## config.mk

```make
export PLATFORM = sky130hd
export DESIGN_NAME = cbor_head_and_text_decoder
export DESIGN_NICKNAME = d
export VERILOG_FILES = /design/src/hdl/cbhd_pkg.sv /design/src/hdl/cbhd_in_stage.sv /design/src/hdl/cbhd_parse.sv /design/src/hdl/cbhd_out_reg.sv /design/src/hdl/cbor_head_and_text_decoder.sv
export SDC_FILE = /design/constraint.sdc
export NUM_CORES = 1
export LEC_CHECK = 0
export ABC_AREA = 1
export BUFFER_PORTS_ARGS = -buffer_cell sky130_fd_sc_hd__buf_2
export CAP_MARGIN = 10
export CORE_MARGIN = 1.5
export CORE_UTILIZATION = 25
export CTS_BUF_LIST = sky130_fd_sc_hd__clkbuf_4
export CTS_CLUSTER_DIAMETER = 60
export CTS_CLUSTER_SIZE = 20
export DETAILED_ROUTE_END_ITERATION = 12
export PLACE_DENSITY_LB_ADDON = 0.05
export SKIP_CTS_REPAIR_TIMING = 1
export SYNTH_ARGS = -nofsm -noshare
export SYNTH_HDL_FRONTEND = slang
export SYNTH_SLANG_ARGS = --single-unit
```

## constraint.sdc

```tcl
create_clock -name clk_i -period 10.45 [get_ports clk_i]
set_clock_uncertainty 0.2 [all_clocks]
set_input_delay 2.09 -clock clk_i [delete_from_list [all_inputs] [get_ports clk_i]]
set_output_delay 2.09 -clock clk_i [all_outputs]
set_load 0.005 [all_outputs]
```

## src/hdl/cbhd_pkg.sv

```systemverilog
`default_nettype none

package cbhd_pkg;

  // Default width of the remaining-byte counter.
  localparam int unsigned LengthBitsDef = 16;
  // Width of the total_length register as written by software.
  localparam int unsigned CfgW = 16;

  localparam int unsigned OutTdataW = 80;

  // Result kinds (m_axis_tuser).
  localparam logic [1:0] KIND_HEAD  = 2'd0;
  localparam logic [1:0] KIND_TEXT  = 2'd1;
  localparam logic [1:0] KIND_ERROR = 2'd2;

  // Error codes.
  localparam logic [1:0] ERR_TRUNCATED   = 2'd0;
  localparam logic [1:0] ERR_UNSUPPORTED = 2'd1;
  localparam logic [1:0] ERR_SHORT_COUNT = 2'd2;
  localparam logic [1:0] ERR_LENGTH      = 2'd3;

  // Major types handled by the decoder.
  localparam logic [2:0] MT_UINT = 3'd0;
  localparam logic [2:0] MT_NINT = 3'd1;
  localparam logic [2:0] MT_TEXT = 3'd3;

  typedef struct packed {
    logic [7:0] data_byte;
    logic       first_of_item;
    logic       last_of_chunk;
  } in_item_t;

  typedef struct packed {
    logic [1:0]  result_kind;
    logic [2:0]  major_type;
    logic [63:0] head_value;
    logic        is_negative;
    logic [7:0]  content_byte;
    logic [1:0]  error_code;
  } result_t;

endpackage

`default_nettype wire

```

## src/hdl/cbhd_in_stage.sv

```systemverilog
`default_nettype none

module cbhd_in_stage (
  input  wire logic              clk_i,
  input  wire logic              rst_ni,
  input  wire logic              valid_i,
  output logic                   ready_o,
  input  wire cbhd_pkg::in_item_t item_i,
  input  wire logic              advance_i,
  output logic                   valid_o,
  output cbhd_pkg::in_item_t     item_o
);

  logic               valid_q, valid_d;
  cbhd_pkg::in_item_t item_q;

  // The stage is free when empty or when its word moves on this cycle.
  assign ready_o = !valid_q || advance_i;

  always_comb begin
    valid_d = valid_q;
    if (ready_o) begin
      valid_d = valid_i;
    end
  end

  always_ff @(posedge clk_i or negedge rst_ni) begin
    if (!rst_ni) begin
      valid_q <= 1'b0;
    end else begin
      valid_q <= valid_d;
    end
  end

  always_ff @(posedge clk_i) begin
    if (ready_o && valid_i) begin
      item_q <= item_i;
    end
  end

  assign valid_o = valid_q;
  assign item_o  = item_q;

endmodule

`default_nettype wire

```

## src/hdl/cbhd_parse.sv

```systemverilog
`default_nettype none

module cbhd_parse #(
  parameter int unsigned LENGTH_BITS = cbhd_pkg::LengthBitsDef
) (
  input  wire logic               clk_i,
  input  wire logic               rst_ni,
  input  wire logic               step_i,
  input  wire cbhd_pkg::in_item_t item_i,
  input  wire logic [((LENGTH_BITS < cbhd_pkg::CfgW) ? LENGTH_BITS : cbhd_pkg::CfgW)-1:0]
                                  total_i,
  output logic                    has_result_o,
  output cbhd_pkg::result_t       result_o
);

  localparam int unsigned TotalW = (LENGTH_BITS < cbhd_pkg::CfgW) ? LENGTH_BITS : cbhd_pkg::CfgW;

  localparam logic [1:0] PH_IDLE = 2'd0;
  localparam logic [1:0] PH_ARG  = 2'd1;
  localparam logic [1:0] PH_BODY = 2'd2;
  localparam logic [1:0] PH_ERR  = 2'd3;

  logic [1:0]             phase_q, phase_d;
  logic [2:0]             kind_q, kind_d;
  logic [3:0]             left_q, left_d;
  logic [63:0]            accum_q, accum_d;
  logic [LENGTH_BITS-1:0] rem_q, rem_d;

  logic                   fin;
  logic                   err;
  logic [1:0]             err_code;
  logic [4:0]             short_count;
  logic [7:0]             b;

  always_comb begin
    phase_d      = phase_q;
    kind_d       = kind_q;
    left_d       = left_q;
    accum_d      = accum_q;
    rem_d        = rem_q;
    fin          = 1'b0;
    err          = 1'b0;
    err_code     = cbhd_pkg::ERR_TRUNCATED;
    has_result_o = 1'b0;
    result_o     = '0;
    b            = item_i.data_byte;
    short_count  = b[4:0];

    if (item_i.first_of_item) begin
      kind_d  = b[7:5];
      accum_d = '0;
      left_d  = '0;
      rem_d   = '0;
      phase_d = PH_IDLE;
      if (total_i == '0) begin
        err      = 1'b1;
        err_code = cbhd_pkg::ERR_LENGTH;
      end else begin
        rem_d = LENGTH_BITS'(total_i - TotalW'(1));
        if (short_count <= 5'd23) begin
          accum_d = 64'(short_count);
          fin     = 1'b1;
        end else if (short_count <= 5'd27) begin
          left_d  = 4'(1) << short_count[1:0];
          phase_d = PH_ARG;
          if (item_i.last_of_chunk) begin
            err      = 1'b1;
            err_code = cbhd_pkg::ERR_TRUNCATED;
          end
        end else if (short_count == 5'd31) begin
          err      = 1'b1;
          err_code = cbhd_pkg::ERR_UNSUPPORTED;
        end else begin
          err      = 1'b1;
          err_code = cbhd_pkg::ERR_SHORT_COUNT;
        end
      end
    end else begin
      case (phase_q)
        PH_ARG: begin
          if (rem_q == '0) begin
            err      = 1'b1;
            err_code = cbhd_pkg::ERR_LENGTH;
          end else begin
            accum_d = {accum_q[55:0], b};
            rem_d   = rem_q - LENGTH_BITS'(1);
            if (left_q != '0) begin
              left_d = left_q - 4'd1;
            end
            if (left_d == '0) begin
              fin = 1'b1;
            end else if (item_i.last_of_chunk) begin
              err      = 1'b1;
              err_code = cbhd_pkg::ERR_TRUNCATED;
            end
          end
        end
        PH_BODY: begin
          if (rem_q == '0) begin
            err      = 1'b1;
            err_code = cbhd_pkg::ERR_LENGTH;
          end else begin
            rem_d                 = rem_q - LENGTH_BITS'(1);
            has_result_o          = 1'b1;
            result_o.result_kind  = cbhd_pkg::KIND_TEXT;
            result_o.major_type   = cbhd_pkg::MT_TEXT;
            result_o.content_byte = b;
          end
        end
        default: begin
        end
      endcase
    end

    // A complete head is checked against the bytes still to come.
    if (fin) begin
      if (kind_d == cbhd_pkg::MT_UINT || kind_d == cbhd_pkg::MT_NINT) begin
        if (rem_d != '0) begin
          err      = 1'b1;
          err_code = cbhd_pkg::ERR_LENGTH;
        end
      end else if (kind_d == cbhd_pkg::MT_TEXT) begin
        if (accum_d != 64'(rem_d)) begin
          err      = 1'b1;
          err_code = cbhd_pkg::ERR_LENGTH;
        end
      end else begin
        err      = 1'b1;
        err_code = cbhd_pkg::ERR_UNSUPPORTED;
      end
      if (!err) begin
        has_result_o         = 1'b1;
        result_o.result_kind = cbhd_pkg::KIND_HEAD;
        result_o.major_type  = kind_d;
        result_o.head_value  = accum_d;
        result_o.is_negative = (kind_d == cbhd_pkg::MT_NINT);
        phase_d              = PH_BODY;
      end
    end

    if (err) begin
      has_result_o         = 1'b1;
      result_o             = '0;
      result_o.result_kind = cbhd_pkg::KIND_ERROR;
      result_o.major_type  = kind_d;
      result_o.error_code  = err_code;
      phase_d              = PH_ERR;
    end
  end

  always_ff @(posedge clk_i or negedge rst_ni) begin
    if (!rst_ni) begin
      phase_q <= PH_IDLE;
      kind_q  <= '0;
      left_q  <= '0;
      accum_q <= '0;
      rem_q   <= '0;
    end else if (step_i) begin
      phase_q <= phase_d;
      kind_q  <= kind_d;
      left_q  <= left_d;
      accum_q <= accum_d;
      rem_q   <= rem_d;
    end
  end

endmodule

`default_nettype wire

```

## src/hdl/cbhd_out_reg.sv

```systemverilog
`default_nettype none

module cbhd_out_reg (
  input  wire logic              clk_i,
  input  wire logic              rst_ni,
  input  wire logic              load_i,
  input  wire cbhd_pkg::result_t result_i,
  input  wire logic              ready_i,
  output logic                   valid_o,
  output cbhd_pkg::result_t      result_o
);

  logic              valid_q, valid_d;
  cbhd_pkg::result_t result_q;

  // Loading is only offered when the register is empty or being drained.
  always_comb begin
    valid_d = valid_q;
    if (load_i) begin
      valid_d = 1'b1;
    end else if (ready_i) begin
      valid_d = 1'b0;
    end
  end

  always_ff @(posedge clk_i or negedge rst_ni) begin
    if (!rst_ni) begin
      valid_q <= 1'b0;
    end else begin
      valid_q <= valid_d;
    end
  end

  always_ff @(posedge clk_i) begin
    if (load_i) begin
      result_q <= result_i;
    end
  end

  assign valid_o  = valid_q;
  assign result_o = result_q;

endmodule

`default_nettype wire

```

## src/hdl/cbor_head_and_text_decoder.sv

```systemverilog
// Channel | Dir | Handshake               | Payload
// s_axis  | in  | s_axis_tvalid/tready    | tdata: data_byte; tuser: first_of_item;
//         |     |                         | tlast: last_of_chunk
// m_axis  | out | m_axis_tvalid/tready    | tdata: see port; tuser: result_kind
// cfg     | in  | cfg_valid_i/cfg_ready_o | cfg_data_i: total_length
//
// One byte is taken every cycle while the result register is not stalled; each
// result is registered (input register, then decode into the result register).
// Reset clears the parser to wait for a head byte and sets total_length to 0.
// A stalled result register holds the input register, which then lowers
// s_axis_tready once it is full as well.
`default_nettype none

module cbor_head_and_text_decoder #(
  parameter int unsigned LENGTH_BITS = cbhd_pkg::LengthBitsDef
) (
  input  wire logic        clk_i,
  input  wire logic        rst_ni,
  // Configuration write channel.
  input  wire logic        cfg_valid_i,
  output logic             cfg_ready_o,
  input  wire logic [15:0] cfg_data_i,
  // Input byte stream.
  input  wire logic        s_axis_tvalid,
  output logic             s_axis_tready,
  input  wire logic [7:0]  s_axis_tdata,   // [7:0] data_byte
  input  wire logic        s_axis_tuser,   // [0] first_of_item
  input  wire logic        s_axis_tlast,
  // Result stream.
  output logic             m_axis_tvalid,
  input  wire logic        m_axis_tready,
  // [2:0] major_type, [66:3] head_value, [67] is_negative,
  // [75:68] content_byte, [77:76] error_code, [79:78] zero
  output logic [cbhd_pkg::OutTdataW-1:0] m_axis_tdata,
  output logic [1:0]       m_axis_tuser    // [1:0] result_kind
);

  localparam int unsigned TotalW = (LENGTH_BITS < cbhd_pkg::CfgW) ? LENGTH_BITS : cbhd_pkg::CfgW;

  logic [TotalW-1:0]  total_q;
  cbhd_pkg::in_item_t in_item;
  cbhd_pkg::in_item_t stage_item;
  logic               stage_valid;
  logic               advance;
  logic               has_result;
  cbhd_pkg::result_t  parse_result;
  cbhd_pkg::result_t  out_result;

  assign cfg_ready_o = 1'b1;

  always_ff @(posedge clk_i or negedge rst_ni) begin
    if (!rst_ni) begin
      total_q <= '0;
    end else if (cfg_valid_i) begin
      total_q <= cfg_data_i[TotalW-1:0];
    end
  end

  assign in_item.data_byte     = s_axis_tdata;
  assign in_item.first_of_item = s_axis_tuser;
  assign in_item.last_of_chunk = s_axis_tlast;

  // A word leaves the input register only when the result register can take
  // whatever it produces.
  assign advance = stage_valid && (!m_axis_tvalid || m_axis_tready);

  cbhd_in_stage u_in_stage (
    .clk_i     (clk_i),
    .rst_ni    (rst_ni),
    .valid_i   (s_axis_tvalid),
    .ready_o   (s_axis_tready),
    .item_i    (in_item),
    .advance_i (advance),
    .valid_o   (stage_valid),
    .item_o    (stage_item)
  );

  cbhd_parse #(
    .LENGTH_BITS (LENGTH_BITS)
  ) u_parse (
    .clk_i        (clk_i),
    .rst_ni       (rst_ni),
    .step_i       (advance),
    .item_i       (stage_item),
    .total_i      (total_q),
    .has_result_o (has_result),
    .result_o     (parse_result)
  );

  cbhd_out_reg u_out_reg (
    .clk_i    (clk_i),
    .rst_ni   (rst_ni),
    .load_i   (advance && has_result),
    .result_i (parse_result),
    .ready_i  (m_axis_tready),
    .valid_o  (m_axis_tvalid),
    .result_o (out_result)
  );

  assign m_axis_tuser = out_result.result_kind;
  assign m_axis_tdata = {2'b00, out_result.error_code, out_result.content_byte,
                         out_result.is_negative, out_result.head_value,
                         out_result.major_type};

  // A full input register must not be dropped while the result is stalled.
  assert property (@(posedge clk_i) disable iff (!rst_ni)
    stage_valid && m_axis_tvalid && !m_axis_tready |=> stage_valid)
    else $error("input word lost while result stalled");

  assert property (@(posedge clk_i) disable iff (!rst_ni)
    m_axis_tvalid && out_result.result_kind == cbhd_pkg::KIND_TEXT |->
      out_result.major_type == cbhd_pkg::MT_TEXT && out_result.head_value == '0)
    else $error("text byte result carries head fields");

  assert property (@(posedge clk_i) disable iff (!rst_ni)
    m_axis_tvalid && out_result.result_kind == cbhd_pkg::KIND_ERROR |->
      out_result.head_value == '0 && out_result.content_byte == '0 &&
      !out_result.is_negative)
    else $error("error result carries data fields");

endmodule

`default_nettype wire
```

== Word-level counts from Yosys, hierarchy flattened ==
Cells that the tools add are included.
Operators by class
  $add $sub $neg: 3
  $mul: 0
  divide/modulo/power cells: 0
  magnitude comparators: 2
  equal/unequal tests: 7
  shift-type cells: 1
  muxes and demuxes: 77
  bitwise gates (word level): 2
  reduce and logical (&&, ||, !) cells: 20
Operators by type and width (number)
  $mux 64: 4
  $mux 70: 2
  $mux 78: 1
  $mux 16: 4
  $ne 64x16->1: 1
  $mux 4: 11
  $mux 2: 18
  $logic_not 16->1: 2
  $sub 16x1->16 const B: 2
  $mux 1: 29
  $mux 8: 3
  $reduce_bool 16->1: 1
  $mux 5: 3
  $le 5x5->1 const B: 2
  $eq 5x5->1 const B: 1
  $logic_not 4->1: 1
  $reduce_bool 2->1: 2
  $reduce_bool 4->1: 1
  $reduce_or 4->1: 1
  $shl 1x2->4 const A: 1
  $sub 4x1->4 const B: 1
  $eq 3x1->1 const B: 1
  $eq 3x2->1 const B: 1
  $logic_and 1x1->1: 3
  other kinds (12): 16
Storage, ports and cells
  flip-flop bits (word level): 197
  bits in latches: 0
  bits in writable memories: 0
  bits in read-only memories: 0
  bits of input ports: 31
  output and inout port bits: 85
  word-level logic and storage cells: 129
  memories kept: 0

== Longest topological paths before layout ==
Gate-level depths: netlist of run 1.
  depth after elaboration: 19
  mapped depth: 24
  gate-level depth less buffers: 23

== By module ==
Synthesis of run 1 repeated with hierarchy kept, for this count alone.
Unflattened totals
  cells, all modules: 1313
  area, all modules: 10508.8 sq um
By module, submodules not included
  cbhd_parse: times used 1, cells an instance 1134, area an instance 7019.2 sq um, seq. area each 2227.1 sq um
  cbhd_out_reg: times used 1, cells an instance 85, area an instance 2442.3 sq um, seq. area each 2427.3 sq um
  cbor_head_and_text_decoder: times used 1, cells an instance 78, area an instance 701.9 sq um, seq. area each 400.4 sq um
  cbhd_in_stage: times used 1, cells an instance 16, area an instance 345.3 sq um, seq. area each 325.3 sq um

== Worst setup path before layout of run 1 ==
No wires, ideal clock.
  path type: input to register
  start: input port m_axis_tready
  end: register u_out_reg.result_q, in the netlist u_out_reg.result_o[0], enable pin
  library setup time: 519 ps
  arrival: 6058 ps
  data required time: 9731 ps
  slack: 3674 ps
  cell stages on the path: 6
  path buffers: 2
  cell sequence: inv_1 nand2_1 nand2_1 clkbuf_1 buf_1 nor2_1
Between the ends
  longest elaborated chain between the ends: 3
RTL lines
  start: declaration: RTL line cbor_head_and_text_decoder.sv:31  | input wire logic m_axis_tready,
  $logic_or 1x1->1: RTL line cbor_head_and_text_decoder.sv:65  | assign advance = stage_valid && (!m_axis_tvalid || m_axis_tready);
  $logic_and 1x1->1: RTL line cbor_head_and_text_decoder.sv:65
  $logic_and 1x1->1: RTL line cbor_head_and_text_decoder.sv:93  | .load_i (advance && has_result),
  named net u_out_reg.load_i: RTL line cbhd_out_reg.sv:6  | input wire logic load_i,
  end signal: assignment: RTL line cbhd_out_reg.sv:36  | result_q <= result_i;
  end: declaration: RTL line cbhd_out_reg.sv:14  | cbhd_pkg::result_t result_q;
The timed path passes the listed nets, and every way through them passes these cells.
A chain may end at the register's enable or synchronous reset.

== Final worst setup path of run 1 ==
  start: register u_parse.rem_q[0]
  end: register u_out_reg.result_q, in the netlist u_out_reg.result_o[3] (data pin)
Between the ends
  longest elaborated chain between the ends: 11
  elaborated cells between the ends (all ways): 24
  those cells by class: add/sub (1); eq/ne (1); mux (19); reduce/logical (3)
RTL lines
  start: declaration: RTL line cbhd_parse.sv:27  | logic [LENGTH_BITS-1:0] rem_q, rem_d;
  start signal: assignment: RTL line cbhd_parse.sv:163  | rem_q <= rem_d;
  $sub 16x1->16 / $logic_not 16->1 (equally long branches)
  $mux 16 / $mux 64 (equally long branches): RTL line cbhd_parse.sv:81, cbhd_parse.sv:99
  $mux 16 / $mux 64 (equally long branches)
  $mux 16 / $mux 64 (equally long branches): RTL line cbhd_parse.sv:49  | if (item_i.first_of_item) begin
  $ne 64x16->1: RTL line cbhd_parse.sv:123  | if (accum_d != 64'(rem_d)) begin
  $mux 1: RTL line cbhd_parse.sv:123
  $mux 1: RTL line cbhd_parse.sv:122  | end else if (kind_d == cbhd_pkg::MT_TEXT) begin
  $mux 1: RTL line cbhd_parse.sv:117  | if (kind_d == cbhd_pkg::MT_UINT || kind_d == cbhd_pkg::MT_NINT) begin
  $mux 1 (2 in a row): RTL line cbhd_parse.sv:116  | if (fin) begin
  $reduce_or 4->1 (no line) *
Every way passes the cells marked *; elsewhere a longest branch is shown, timed or not. The select of a mux whose other input is x is not followed.

==> flow_summary.yaml, run 1 <==
worst_setup_path:
  arrival_ns: 5.12
  max_stage_delay_ns: 0.69
  path_buf_inv: 1
  criticalPathCategory: "flop to flop"
  critPathRequiredTime_ns: 10.67
  cp_max_fo: 66
  startpoint_type: "flop"
  crit_path_top_delay_cell: "nand2_4"
  crit_chain: "inv_1 -> ha_1 -> nand3_1 -> nor2_2 -> nand2_4 -> nand3_2 -> o21ai_0 -> a22oi_1 -> nand2_1 -> nand3_1 -> nor2_2 -> nand3_1 -> nand2_1 -> nand2_4 -> nand2_1 -> nand2_2 -> nor2_1"
  cp-end-kind: "flop"
  crit_family: "simple AND/OR/NAND/NOR gates"
grt:
  grt_first_pass_wirelength_mm: 54.14
  grt_util_all_layers_pct: 16.33
  grt_pass1_vias: 9000
  overflow: 0
  antenna_found_initial: 1
  grt_max_degree: 70
worst_hold_path:
  hold_class: "flop to flop"
job:
  cap_violations: 0
power_and_ir_drop:
  power_frac_seq_pct: 39.0
  ir_drop_mv: 0.07485
  finalPower_mw: 3.053
  p_leak_nw: 5.789
  switching_share_pct: 45.77
  power_density_nw_per_um2: 257.5
  p_switching_mw: 1.397
  p_int_mw: 1.656
  pwr-share-comb_pct: 45.6
  clkPwrFrac_pct: 15.4
placement:
  dpl.hpwl_mm: 24.68
  gp_congestion: 0.8005
  portBuffers: 112
logic_synthesis:
  synthesis.instances: 1343
  syn_area_sq_um: 10580
  synth.most_common_cell: "nand2_1"
  ys_top_cells_by_count: "nand2_1 (345), inv_1 (224), nor2_1 (152)"
  avgSynthCellArea_sq_um: 7.879
  synthTopCellsByArea: "edfxtp_1 (26%), dfrtp_1 (25%), nand2_1 (12%), inv_1 (7.9%), nor2_1 (5.4%)"
  ys_seq_area_share_pct: 50.85
  yosys_warnings: 0
  synth_edf_count: 90
  synth_top_area_share_pct: 25.54
  yosys_most_used_dff: "dfrtp_1"
  yosysTopAreaCell: "edfxtp_1"
  ys_ff_latch: 197
  async_reset_ff_share_pct: 54.31
  synth.distinct_cells: 39
floorplanning:
  initial_core_util_pct: 25.28
  die_h_um: 208.7
  die_w_um: 208.7
  io_pins: 116
  die_area_sq_um: 43570
  num_rows: 75
  core_sq_um: 41850
sta:
  grt_setup_unrepaired: "no"
  hold_viol: 0
  timing.hold.ws_ns: 0.2998
  tns_ns: 0
  setup-violations-final: 0
  slew_viol_final: 0
  max_freq_ghz: 0.2040
  tightest_slew_ns: 1.101
  slew-limit-headroom_pct: 26.58
  min_period_ns: 4.902
  period_share_pct: 46.91
cts:
  tritoncts: "built"
  htreeDepth: 4
  cts_sinks: 197
  path_clk_slew_ns: 0.17
  cts_root_buf: "clkbuf_4"
  clkLatencyLatePin_ns: 0.65
  cts_buffer_depth: 2
  cts_buffers: 17
routing:
  route.antenna.remaining_nets: 0
  drt-initial-drc-count: 433
  viasPerCell: 4.421
  wirelength_mm: 34.70
  drc: 0
  via_count: 8754
  post_drt_wl_per_cell_um: 17.52
  dr.pass1.iters: 5
layout:
  nNetsFinal: 1465
  drive_gt1_share_pct: 14.51
  area_delta_synth_final_pct: 12.05
  final_core_util_pct: 28.33
  fillers: 4673
run_status:
  status: "complete, no violations"
[state kept, by name, indices dropped and copies added, names as in the netlist]
name                cells
u_in_stage.item_o      10
u_out_reg.valid_o       1
u_parse.left_q          4
u_out_reg.result_o     80
u_parse.phase_q         2
total_q                16
u_parse.rem_q          16
u_parse.kind_q          3
u_parse.accum_q        64
u_in_stage.valid_o      1
[stage by stage]
step,instances,setup WS (ns),instance area [sq um]
global placement,1947,5.050,11550
detailed placement,1947,5.020,11550
global route,1980,4.970,11860
finish,1980,5.548,11860
floorplan,1344,3.674,10590
CTS,1979,5.337,11850
[worst min-delay path, cell delays in order, from the launching register on]
cell and delay [ns]:
dfrtp_1 0.38, a21oi_1 0.06, inv_1 0.04
[cell families (layout without fill, tap and decap cells)]
family          count (synthesis)  count (layout)  synth area share [%]
simple gates                  676             676                 27.28
buf+inv                       284             380                 11.35
flops                         197             197                 50.85
compound gates                163             163                 8.372
xor+xnor                       10              10                0.8278
fa+ha+maj                       7               7                0.8277
mux                             4               4                0.4257
other cells                     2               4               0.07097
[metal layers]
layer / part of all wire [%] / vias up / GRT usage (%)
met4: 1.2 / 0 / 3.873
li1: - / 4399 / -
met2: 48 / 160 / 27.57
met3: 3.2 / 20 / 3.156
met5: 0 / - / 0
met1: 47 / 4175 / 21.49
[worst paths after layout]
check                                     from                     to  slack (ns)  cells past startpoint
setup / recovery              u_parse.rem_q[0]  u_out_reg.result_o[3]        5.55                     17
hold / removal             u_parse.accum_q[62]    u_parse.accum_q[62]        0.30                      2
setup reg to reg              u_parse.rem_q[0]  u_out_reg.result_o[3]        5.55                     17
hold reg to reg            u_parse.accum_q[62]    u_parse.accum_q[62]        0.30                      2
max in group asynchronous               rst_ni    u_parse.accum_q[23]        7.43                      2
min in group asynchronous               rst_ni     u_parse.accum_q[0]        1.32                      1
[layout make-up]
type / count / area [sq um] / area share [%]
Inverter: 228 / 855.8 / 7.218
Multi-Input combinational cell: 863 / 4021 / 33.92
Clock buffer: 18 / 135.1 / 1.140
Sequential cell: 197 / 5380 / 45.38
Antenna cell: 1 / 2.502 / 0.02111
Tap cell: 539 / 674.4 / 5.688
Clock inverter: 14 / 163.9 / 1.382
Timing Repair Buffer: 120 / 623.1 / 5.255
[layout by cell type (no fill, tap or decap), types with 3 or more instances in the layout]
cell	count
a21oi_1	25
buf_2	111
buf_4	9
bufinv_16	4
clkbuf_4	18
clkinv_1	9
conb_1	3
dfrtp_1	107
edfxtp_1	90
ha_1	7
inv_1	224
inv_2	3
mux2_2	4
nand2_1	343
nand2_2	3
nand2_4	3
nand3_1	97
nand3b_1	3
nand4_1	17
nor2_1	151
nor2_2	45
nor3_1	8
o21ai_0	87
o21ai_1	12
o22ai_1	31
o32ai_1	3
xor2_1	9
[power groups by stage]
stage	clock network [mW]	registers, mW	logic, mW
6_report	0.469	1.19	1.39
5_1_grt	0.520	1.22	1.60
4_1_cts	0.495	1.20	1.42
3_5_place_dp	0	1.21	1.41
3_3_place_gp	0	1.21	1.42
2_1_floorplan	0	1.19	0.972
Note: power is estimated with default switching activity, not from simulation.
==> run 2: changes to the inputs <==
--- a/config.mk
+++ b/config.mk
@@ -5,7 +5,7 @@
 export SDC_FILE = /design/constraint.sdc
 export NUM_CORES = 1
 export LEC_CHECK = 0
-export ABC_AREA = 1
+export ABC_AREA = 0
 export BUFFER_PORTS_ARGS = -buffer_cell sky130_fd_sc_hd__buf_2
 export CAP_MARGIN = 10
 export CORE_MARGIN = 1.5
==> constraint.sdc (replaced) <==
create_clock -name clk_i -period 4.6 [get_ports clk_i]
set_clock_uncertainty 0.2 [all_clocks]
set_input_delay 0.92 -clock clk_i [delete_from_list [all_inputs] [get_ports clk_i]]
set_output_delay 0.92 -clock clk_i [all_outputs]
set_load 0.005 [all_outputs]
==> flow_summary.yaml, run 2 <==
cts:
  clkLatencyLatePin_ns: 0.65
  cts_root_buf: "clkbuf_4"
  cts_buffer_depth: 2
  tritoncts: "built"
  cts_sinks: 197
  path_clk_slew_ns: 0.18
  htreeDepth: 4
  cts_buffers: 17
logic_synthesis:
  ys_top_cells_by_count: "nand2_1 (239), dfrtp_1 (107), edfxtp_1 (90)"
  synth.most_common_cell: "nand2_1"
  synth_fa_ha_area_share_pct: 0.8195
  synth_top_area_share_pct: 25.29
  yosysTopAreaCell: "edfxtp_1"
  synth_edf_count: 90
  ys_seq_area_share_pct: 50.34
  synthTopCellsByArea: "edfxtp_1 (25%), dfrtp_1 (25%), nand2_1 (8.4%), a2111oi_0 (4.3%), o21ai_0 (3.1%)"
  ys_ff_latch: 197
  synth_xor_area_share_pct: 1.721
  synth_compound_area_share_pct: 20.08
  yosys_most_used_dff: "dfrtp_1"
  synth_top_family_by_area: "simple AND/OR/NAND/NOR gates"
  async_reset_ff_share_pct: 54.31
  muxShareOfSynthArea_pct: 2.833
  synthesis.instances: 1124
  synth-simple-area-share_pct: 20.28
  yosys_warnings: 0
  synth.distinct_cells: 74
  syn_area_sq_um: 10690
  avgSynthCellArea_sq_um: 9.509
floorplanning:
  core_sq_um: 42040
  die_h_um: 209.8
  initial_core_util_pct: 25.42
  io_pins: 116
  die_area_sq_um: 44000
  num_rows: 75
  die_w_um: 209.8
worst_setup_path:
  criticalPathCategory: "flop to flop"
  cp_max_fo: 35
  arrival_ns: 4.81
  r2r_cells: 14
  r2r-start: "u_parse.phase_q[0]"
  cp-end-kind: "flop"
  max_stage_delay_ns: 0.47
  crit_family: "compound AO/OA/AOI/OAI gates"
  crit_path_top_delay_cell: "a2111oi_1"
  startpoint_type: "flop"
  regToRegSetupSlack_ns: 0.11
  path_buf_inv: 5
  path_depth: 14
  crit_chain: "inv_1 -> ha_1 -> buf_4 -> or3_1 -> o211a_1 -> a311o_1 -> a2111oi_2 -> nand4_1 -> nor4_1 -> buf_4 -> a41oi_4 -> buf_12 -> a2111oi_1 -> buf_4"
  critPathRequiredTime_ns: 4.92
  critPathMostFrequentCell: "buf_4"
  r2r-end: "u_out_reg.result_o[40]"
grt:
  grt_first_pass_wirelength_mm: 62.83
  grt_util_all_layers_pct: 18.86
  grt_pass1_vias: 9707
  grt_max_degree: 67
  overflow: 0
  antenna_found_initial: 1
sta:
  min_period_ns: 4.488
  max_freq_ghz: 0.2228
  grt_setup_unrepaired: "yes"
  period_share_pct: 97.56
  tightest_slew_ns: 0.8268
  hold_viol: 0
  slew_viol_final: 0
  setup-violations-final: 0
  slew-limit-headroom_pct: 44.88
layout:
  final_cell_mix: "nand2_1 (237), buf_4 (112), buf_2 (111)"
  seqCellArea_sq_um: 5380
  multi_input_area_sq_um: 5036
  drive_gt1_share_pct: 24.02
  stdcell_count: 1835
  fillers: 4456
  layout_commonest_cell: "nand2_1"
  largest_register_ffs: 80
  area_delta_synth_final_pct: 20.84
  design_area_sq_um: 12910
  nNetsFinal: 1320
routing:
  route.antenna.remaining_nets: 0
  drt-initial-drc-count: 610
  post_drt_wl_per_cell_um: 22.41
  dr.pass1.iters: 5
  wirelength_mm: 41.11
  viasPerCell: 5.193
  drc: 0
  via_count: 9530
power_and_ir_drop:
  p_leak_nw: 4.825
  power_density_nw_per_um2: 536.1
  ir_drop_mv: 0.1872
placement:
  gp_congestion: 0.8984
  dpl.hpwl_mm: 29.73
  dp_cells: 1802
  portBuffers: 112
  place_area_sq_um: 12570
job:
  cap_violations: 0
worst_hold_path:
  hold_class: "primary input to async pin"
run_status:
  status: "complete, no violations"
[run 2: kinds of logic after synthesis]
family	Yosys count
XOR/XNOR	21
AO/OA/AOI/OAI	304
AND/OR/NAND/NOR	461
other	2
multiplexers	28
flip-flops	197
adder cells (fa/ha/maj)	7
buffers and inverters	104
[run 2: worst max-delay path by stage]
stage                                  start                      to
after floorplan                   total_q[0]  u_out_reg.result_o[79]
after global placement            total_q[5]  u_out_reg.result_o[34]
after detailed placement          total_q[5]  u_out_reg.result_o[34]
after CTS                         total_q[5]  u_out_reg.result_o[34]
after global routing      u_parse.phase_q[0]  u_out_reg.result_o[49]
final                     u_parse.phase_q[0]  u_out_reg.result_o[40]
[run 2: metal layers]
metal | GRT usage (%) | part of all wire (%) | wire, um | vias up
met5 | 0 | 0 | 0 | -
met4 | 4.664 | 1.7 | 687 | 0
met3 | 3.053 | 3.2 | 1300 | 30
met2 | 31.57 | 49 | 20050 | 186
met1 | 25.37 | 46 | 19070 | 4771
li1 | - | - | - | 4543
[run 2: final cells by class]
class                           instances  area share [%]
Sequential cell                       197           41.66
Multi-Input combinational cell        824           38.99
Timing Repair Buffer                  229           11.74
Tap cell                              539           5.222
Clock inverter                         15          0.9979
Clock buffer                           17          0.9882
Inverter                               13          0.3778
Antenna cell                            1         0.01938
[run 2: metrics by stage]
step / worst slack (ns) / hold WS [ns] / TNS, ns / util, % / power, mW
floorplan: 0.3546 / 0.2715 / 0 / - / 4.474
global placement: -0.1408 / 0.2946 / -0.2842 / 29.90 / 6.047
detailed placement: -0.1051 / 0.2964 / -0.1454 / 29.90 / 6.020
CTS: -0.1885 / 0.09794 / -0.6888 / 30.51 / 6.978
global route: -0.06188 / 0.1343 / -0.2564 / 30.72 / 7.400
finish: 0.1123 / 0.1340 / 0 / 30.72 / 6.923
[run 2: worst register-to-register path: cells and delay by family, from the launching register on]
family	cells	cell delay [ns]
and+or+nand+nor	3	1.01
buffers and inverters	5	0.84
DFF	1	0.41
adders and majority gates	1	0.34
AOI/OAI and AO/OA	5	1.56
[run 2: power by group]
part	total, mW	leakage [nW]	internal (mW)	switching (mW)
Sequential	2.79	2.26	2.29	0.507
Clock	0.935	0.139	0.230	0.705
Combinational	3.19	2.43	1.19	2.00
Total	6.92	4.82	3.71	3.22
